===== config.mk =====
export PLATFORM = sky130hd
export DESIGN_NAME = longest_prefix_match_lookup_unit
export DESIGN_NICKNAME = d
export VERILOG_FILES = /design/src/design/lpm_pkg.sv /design/src/design/longest_prefix_match_lookup_unit.sv /design/src/design/lpm_ram.sv /design/src/design/lpm_cmp.sv
export SDC_FILE = /design/constraint.sdc
export NUM_CORES = 2
export LEC_CHECK = 0
export BUFFER_PORTS_ARGS = -buffer_cell sky130_fd_sc_hd__buf_2
export CAP_MARGIN = 20
export CORE_ASPECT_RATIO = 1.25
export CORE_UTILIZATION = 40
export DETAILED_ROUTE_END_ITERATION = 16
export GPL_TIMING_DRIVEN = 1
export PLACE_DENSITY = 0.54
export SYNTH_ARGS = -nofsm -noshare
export SYNTH_HDL_FRONTEND = slang
export SYNTH_SLANG_ARGS = --single-unit

===== constraint.sdc =====
create_clock -name clk -period 19.93 [get_ports clk]
set_clock_uncertainty 0.1 [all_clocks]
set_input_delay 1.993 -clock clk [delete_from_list [all_inputs] [get_ports clk]]
set_output_delay 1.993 -clock clk [all_outputs]
set_load 0.02 [all_outputs]

===== src/design/lpm_pkg.sv =====
`default_nettype none

package lpm_pkg;

  localparam int unsigned AddrW = 32;
  localparam int unsigned SlotW = 4;
  localparam int unsigned PortW = 4;

  typedef struct packed {
    logic [AddrW-1:0] prefix;
    logic [AddrW-1:0] mask;
    logic [AddrW-1:0] gateway;
    logic [PortW-1:0] port;
  } entry_t;

  typedef struct packed {
    logic clear;
    logic step;
    logic valid;
  } cmp_ctrl_t;

endpackage

`default_nettype wire


===== src/design/longest_prefix_match_lookup_unit.sv =====
`default_nettype none

// IPv4 longest-prefix-match routing table with ENTRIES slots. A word with
// func = 0 loads one slot; its all-zero result strobes on done the next
// cycle and busy stays low. A word with func = 1 scans the table through
// one shared prefix comparator, one slot per cycle out of a registered-read
// RAM; the result strobes on done once the last slot has passed the RAM
// read register, the comparator and the DONE state, with busy high until
// then. Outputs hold results for exactly the one cycle that done is high;
// the receiver cannot stall them. Valid bits live in flops, clear on reset.
module longest_prefix_match_lookup_unit #(
  parameter int unsigned ENTRIES = 16
) (
  input  wire logic                          clk,
  input  wire logic                          rst,
  input  wire logic                          start,
  output logic                               busy,
  input  wire logic                          func,
  input  wire logic [lpm_pkg::SlotW-1:0]     slot,
  input  wire logic                          slot_valid,
  input  wire logic [lpm_pkg::AddrW-1:0]     route_prefix,
  input  wire logic [lpm_pkg::AddrW-1:0]     route_mask,
  input  wire logic [lpm_pkg::AddrW-1:0]     route_gateway,
  input  wire logic [lpm_pkg::PortW-1:0]     route_port,
  input  wire logic [lpm_pkg::AddrW-1:0]     lookup_addr,
  output logic                               done,
  output logic                               hit,
  output logic [lpm_pkg::SlotW-1:0]          match_slot,
  output logic [lpm_pkg::AddrW-1:0]          match_mask,
  output logic [lpm_pkg::PortW-1:0]          out_port,
  output logic [lpm_pkg::AddrW-1:0]          next_hop
);

  localparam int unsigned IW = (ENTRIES > 1) ? $clog2(ENTRIES) : 1;
  localparam int unsigned XW = ((IW > lpm_pkg::SlotW) ? IW : lpm_pkg::SlotW) + 1;
  localparam int unsigned EW = $bits(lpm_pkg::entry_t);

  localparam logic [1:0] S_IDLE  = 2'd0;
  localparam logic [1:0] S_SCAN  = 2'd1;
  localparam logic [1:0] S_DRAIN = 2'd2;
  localparam logic [1:0] S_DONE  = 2'd3;

  logic [1:0]               state;
  logic [IW-1:0]            idx;
  logic [IW-1:0]            rd_idx;
  logic                     rd_step;
  logic                     rd_valid;
  logic [ENTRIES-1:0]       valid;
  logic [lpm_pkg::AddrW-1:0] addr;

  logic                     accept;
  logic                     wr_en;
  logic [XW-1:0]            slot_ext;
  logic [IW-1:0]            wr_addr;
  lpm_pkg::entry_t          wr_ent;
  logic [EW-1:0]            rd_data;
  lpm_pkg::entry_t          rd_ent;
  lpm_pkg::cmp_ctrl_t       ctrl;
  logic                     found;
  logic [IW-1:0]            best_idx;
  lpm_pkg::entry_t          best;
  logic [XW-1:0]            best_ext;

  assign busy     = (state != S_IDLE);
  assign accept   = start && !busy;
  assign slot_ext = XW'(slot);
  assign wr_addr  = slot_ext[IW-1:0];
  assign wr_en    = accept && !func && (slot_ext < XW'(ENTRIES));
  assign wr_ent   = '{prefix: route_prefix, mask: route_mask,
                      gateway: route_gateway, port: route_port};
  assign rd_ent   = lpm_pkg::entry_t'(rd_data);
  assign best_ext = XW'(best_idx);

  assign ctrl.clear = accept && func;
  assign ctrl.step  = rd_step;
  assign ctrl.valid = rd_valid;

  lpm_ram #(
    .WIDTH (EW),
    .DEPTH (ENTRIES)
  ) u_ram (
    .clk   (clk),
    .we    (wr_en),
    .waddr (wr_addr),
    .wdata (EW'(wr_ent)),
    .raddr (idx),
    .rdata (rd_data)
  );

  lpm_cmp #(
    .IW (IW)
  ) u_cmp (
    .clk      (clk),
    .rst      (rst),
    .ctrl     (ctrl),
    .ent      (rd_ent),
    .idx      (rd_idx),
    .addr     (addr),
    .found    (found),
    .best_idx (best_idx),
    .best     (best)
  );

  always_ff @(posedge clk) begin
    if (rst) begin
      valid <= '0;
    end else if (wr_en) begin
      valid[wr_addr] <= slot_valid;
    end
  end

  always_ff @(posedge clk) begin
    if (rst) begin
      state   <= S_IDLE;
      idx     <= '0;
      rd_step <= 1'b0;
    end else begin
      rd_step <= 1'b0;
      case (state)
        S_IDLE: begin
          if (accept && func) begin
            idx   <= '0;
            state <= S_SCAN;
          end
        end
        S_SCAN: begin
          rd_step <= 1'b1;
          if (idx == IW'(ENTRIES - 1)) begin
            state <= S_DRAIN;
          end else begin
            idx <= idx + 1'b1;
          end
        end
        S_DRAIN: begin
          state <= S_DONE;
        end
        S_DONE: begin
          state <= S_IDLE;
        end
        default: begin
          state <= S_IDLE;
        end
      endcase
    end
  end

  always_ff @(posedge clk) begin
    if (accept && func) begin
      addr <= lookup_addr;
    end
    rd_idx   <= idx;
    rd_valid <= valid[idx];
  end

  always_ff @(posedge clk) begin
    if (rst) begin
      done <= 1'b0;
    end else begin
      done <= (accept && !func) || (state == S_DONE);
    end
  end

  always_ff @(posedge clk) begin
    if (state == S_DONE && found) begin
      hit        <= 1'b1;
      match_slot <= best_ext[lpm_pkg::SlotW-1:0];
      match_mask <= best.mask;
      out_port   <= best.port;
      next_hop   <= (best.gateway != '0 && best.gateway != best.prefix) ?
                    best.gateway : addr;
    end else begin
      hit        <= 1'b0;
      match_slot <= '0;
      match_mask <= '0;
      out_port   <= '0;
      next_hop   <= '0;
    end
  end

endmodule

`default_nettype wire


===== src/design/lpm_ram.sv =====
`default_nettype none

module lpm_ram #(
  parameter int unsigned WIDTH = 8,
  parameter int unsigned DEPTH = 16
) (
  input  wire logic                                      clk,
  input  wire logic                                      we,
  input  wire logic [((DEPTH > 1) ? $clog2(DEPTH) : 1)-1:0] waddr,
  input  wire logic [WIDTH-1:0]                          wdata,
  input  wire logic [((DEPTH > 1) ? $clog2(DEPTH) : 1)-1:0] raddr,
  output logic      [WIDTH-1:0]                          rdata
);

  logic [WIDTH-1:0] mem [DEPTH];

  always_ff @(posedge clk) begin
    if (we) begin
      mem[waddr] <= wdata;
    end
    rdata <= mem[raddr];
  end

endmodule

`default_nettype wire


===== src/design/lpm_cmp.sv =====
`default_nettype none

module lpm_cmp #(
  parameter int unsigned IW = 4
) (
  input  wire logic                          clk,
  input  wire logic                          rst,
  input  wire lpm_pkg::cmp_ctrl_t            ctrl,
  input  wire lpm_pkg::entry_t               ent,
  input  wire logic [IW-1:0]                 idx,
  input  wire logic [lpm_pkg::AddrW-1:0]     addr,
  output logic                               found,
  output logic [IW-1:0]                      best_idx,
  output lpm_pkg::entry_t                    best
);

  logic match;
  logic take;

  assign match = ((addr & ent.mask) == (ent.prefix & ent.mask));
  assign take  = ctrl.step && ctrl.valid && match && (!found || (ent.mask > best.mask));

  always_ff @(posedge clk) begin
    if (rst || ctrl.clear) begin
      found <= 1'b0;
    end else if (take) begin
      found <= 1'b1;
    end
  end

  always_ff @(posedge clk) begin
    if (take) begin
      best_idx <= idx;
      best     <= ent;
    end
  end

endmodule

`default_nettype wire

==> key figures <==
Run status
  • Status: completed

Placed design
  • Dpl cells: 5580
  • PortBufs: 215
  • Final HPWL DP: 97900 um
  • GPL Wtd Cong: 0.810

Die
  • Initial Util: 0.403
  • Die ar.: around 180000 um^2
  • Row count: ~170
  • DIE HEIGHT: 475 um
  • # IOs: 216
  • Horiz. Die Dim: 380 um
  • Total core area: around 180000 um^2

Power
  • Combinational Power Share: 0.085
  • Sw power: ~0.002 W
  • Leakage: 25.8 nW
  • P_int: 0.00689 W
  • Total power density per cell area: between 100 and 150 nW/um^2
  • Maximum VDD drop: 0.0701 mV
  • Sequential Power Share: 0.520
  • Clock share of power: 0.395
  • Sw Share: 0.223

Clock tree
  • Hold buffers post-CTS: 0
  • H-Tree Depth: 4
  • TritonCTS Buffers: 188
  • Clock Path Buffers: 3
  • Post_cts resized: 0
  • Worst-Skew Late Latency: around 0.83 ns
  • CTS root buffer: clkbuf_16
  • Clock slew at reported path FFs: 0.06 ns
  • Setup bufs post-CTS: 0
  • CTS sink cnt: 1939
  • TritonCTS clock tree: yes

Run
  • Max_cap viols: 0

GRT
  • Largest net degree at the start of global routing: between 100 and 150
  • GRT Overall Usage: 0.201
  • First-pass GRT wire length: 255000 um
  • Vias in the first global route: between 30000 and 40000
  • Gr ovfl total: 0
  • Initial antenna violation count: 44

Synthesis
  • Post-synthesis mux area share: 0.165
  • Library cells used by synthesis: 48
  • Cell with the most instances after synthesis: edfxtp_1
  • Adder-cell share of the synthesized area: 0.00665
  • Synth warn: 0
  • Fraction of registers with async set/reset: 0
  • Top cell type's share of synthesized area: 0.729
  • Largest family of logic cells by synthesized area: multiplexers
  • Mapped Cells: just over 3000
  • EDFF count, synth: around 1700
  • XOR/XNOR Fraction of Synth Area: 0.00808
  • Leading cell types by count after synthesis: edfxtp_1, mux4_2, dfxtp_1
  • Synth Area in Compound Gates: 0.00734
  • Syn_nets: 3251
  • Top cells by area, synth: edfxtp_1, mux4_2, dfxtp_1
  • Part of the Yosys area used for sequential elements: 0.785
  • Synth area leader: edfxtp_1
  • #FFs+latches synth: about 1900
  • Syn_area_per_cell: 23.3 um^2
  • Synth Area in Simple Gates: 0.0157
  • Mapped Area: 71500 um^2
  • Most used flip-flop cell after synthesis: edfxtp_1

Routing
  • Detail Route Antenna Nets: 0
  • WL per Instance: 30.3 um
  • DRT Pass-1 Iters: 6
  • DR vias/cell: 5.49
  • DRC Markers: 0
  • Final wirelength: 180000 um
  • DR iter-0 viols: between 3000 and 4000
  • Via count: about 33000

Cells and area
  • Fin cells: 5944
  • Layout cells sized above 1: 0.305
  • Nets@finish: 3589
  • Fillers: roughly 15000
  • Register Area: around 56000 um^2
  • Area Growth Syn to Fin: 14.2%
  • Area of the multi-input gates: 14600 um^2
  • Post-layout util: 0.460

Timing
  • RSZ-0062 raised after global routing: no
  • Worst slew pin tran: ~1.1 ns
  • Final Cycle Share: 0.264
  • Hold Vio Cnt, Final: 0
  • Finish-stage setup viols: 0
  • Max Slew Vio Count: 0
  • Setup_tns: 0 ns
  • Final min period: 5.26 ns
  • Fmax: 0.190 GHz
  • Slew HR: 0.242

Worst setup path
  • CP Max Fanout: 50
  • Worst endpoint required time: between 20 and 25 ns
  • Crit. End Element: register
  • R2R Setup Slk: approximately 15 ns
  • Worst reg2reg path depth: 7
  • Startpoint types: register
  • Setup Crit Path Kind: register to register
  • CP arrival: 5.87 ns
  • R2R Path Start: idx[0]
  • Reg2reg end: u_ram.rdata[23]

Hold path
  • Min-delay src: u_ram.rdata[5]
  • WHS Endpoint: u_cmp.best[5]
  • WHS Path Cells: 0
  • Hold Crit Class: register to register
==> power by group through the flow <==
stage               logic [W]  registers, W  clock network (W)
global route         0.000818       0.00462            0.00372
global placement     0.000760       0.00470                  0
finish               0.000754       0.00461            0.00350
CTS                  0.000767       0.00462            0.00358
detailed placement   0.000766       0.00470                  0
floorplan            0.000579       0.00465                  0
==> registers in the layout, summed over array words and instances, names as in the netlist, 2 cells and up <==
register / flops
out_port: 4
u_cmp.best: 100
u_ram.mem: 1600
rd_idx: 4
addr: 32
idx: 4
match_mask: 32
match_slot: 4
u_cmp.best_idx: 4
state: 2
u_ram.rdata: 100
valid: 16
next_hop: 32
==> kinds of logic after synthesis <==
family          count (synthesis)
flops                        1939
compound gates                 77
mux                           546
fa+ha+maj                      38
xor+xnor                       66
simple gates                  223
buf+inv                       183
==> stage by stage <==
| stage | instance area (um^2) | setup WS (ns) | hold WS [ns] | total power (W) |
|---|---|---|---|---|
| after global placement | 75600 | 13.79 | 0.286 | 0.00546 |
| after global routing | 81700 | 14.13 | 0.307 | 0.00916 |
| after detailed placement | 75600 | 13.79 | 0.289 | 0.00547 |
| final | 81700 | 14.67 | 0.300 | 0.00887 |
| after floorplan | 71500 | 1.42 | 0.229 | 0.00522 |
| after CTS | 81700 | 14.08 | 0.299 | 0.00896 |
==> per-layer routing <==
layer,GRT usage,vias up,part of all wire
li1,-,13600,-
met1,0.287,17700,0.44
met2,0.313,1031,0.47
met3,0.0475,254,0.075
met4,0.0435,38,0.017
met5,0,-,0.0013
==> placed cells by master, fill, tap and decap left out, types with 10 or more instances in the layout <==
| cell type | n |
|---|---|
| o21ai_0 | 11 |
| xnor2_1 | 43 |
| xor2_1 | 23 |
| ha_1 | 38 |
| bufinv_16 | 10 |
| clkbuf_8 | 22 |
| mux4_2 | 505 |
| nand4_1 | 18 |
| clkbuf_1 | 56 |
| clkinv_1 | 21 |
| inv_1 | 48 |
| buf_4 | 62 |
| clkinv_2 | 33 |
| nor2_1 | 22 |
| edfxtp_1 | 1736 |
| mux2i_1 | 41 |
| a21oi_1 | 21 |
| dfxtp_1 | 199 |
| nor2_4 | 12 |
| nor4_1 | 15 |
| nand2_1 | 82 |
| buf_2 | 215 |
| clkbuf_16 | 191 |
| and3_1 | 41 |
==> worst max-delay path, stage by stage (launching register included) <==
cell and delay [ns]:
dfxtp_4 0.74, buf_4 0.71, buf_4 0.81, buf_4 0.38, buf_16 0.32, buf_4 0.85
mux4_2 0.62, mux4_2 0.48
==> worst max path at each step <==
| stage | startpoint | end | cells after the start |
|---|---|---|---|
| detailed placement | func | u_ram.mem[6][29] | 6 |
| global route | idx[0] | u_ram.rdata[27] | 7 |
| floorplan | addr[25] | u_cmp.best[0] | 5 |
| CTS | idx[0] | u_ram.rdata[23] | 6 |
| global placement | func | u_ram.mem[6][29] | 6 |
| finish | idx[0] | u_ram.rdata[23] | 7 |
==> layout make-up <==
class | count | area share
diodes | 9 | 0.000276
clock buffers | 270 | 0.0648
clock inverters | 83 | 0.00957
inverters | 48 | 0.00220
multi-input cells | 950 | 0.179
flip-flops and latches | 1939 | 0.688
well taps | 2362 | 0.0362
repair buffers | 283 | 0.0205
Note: power is estimated with default switching activity, not from simulation.
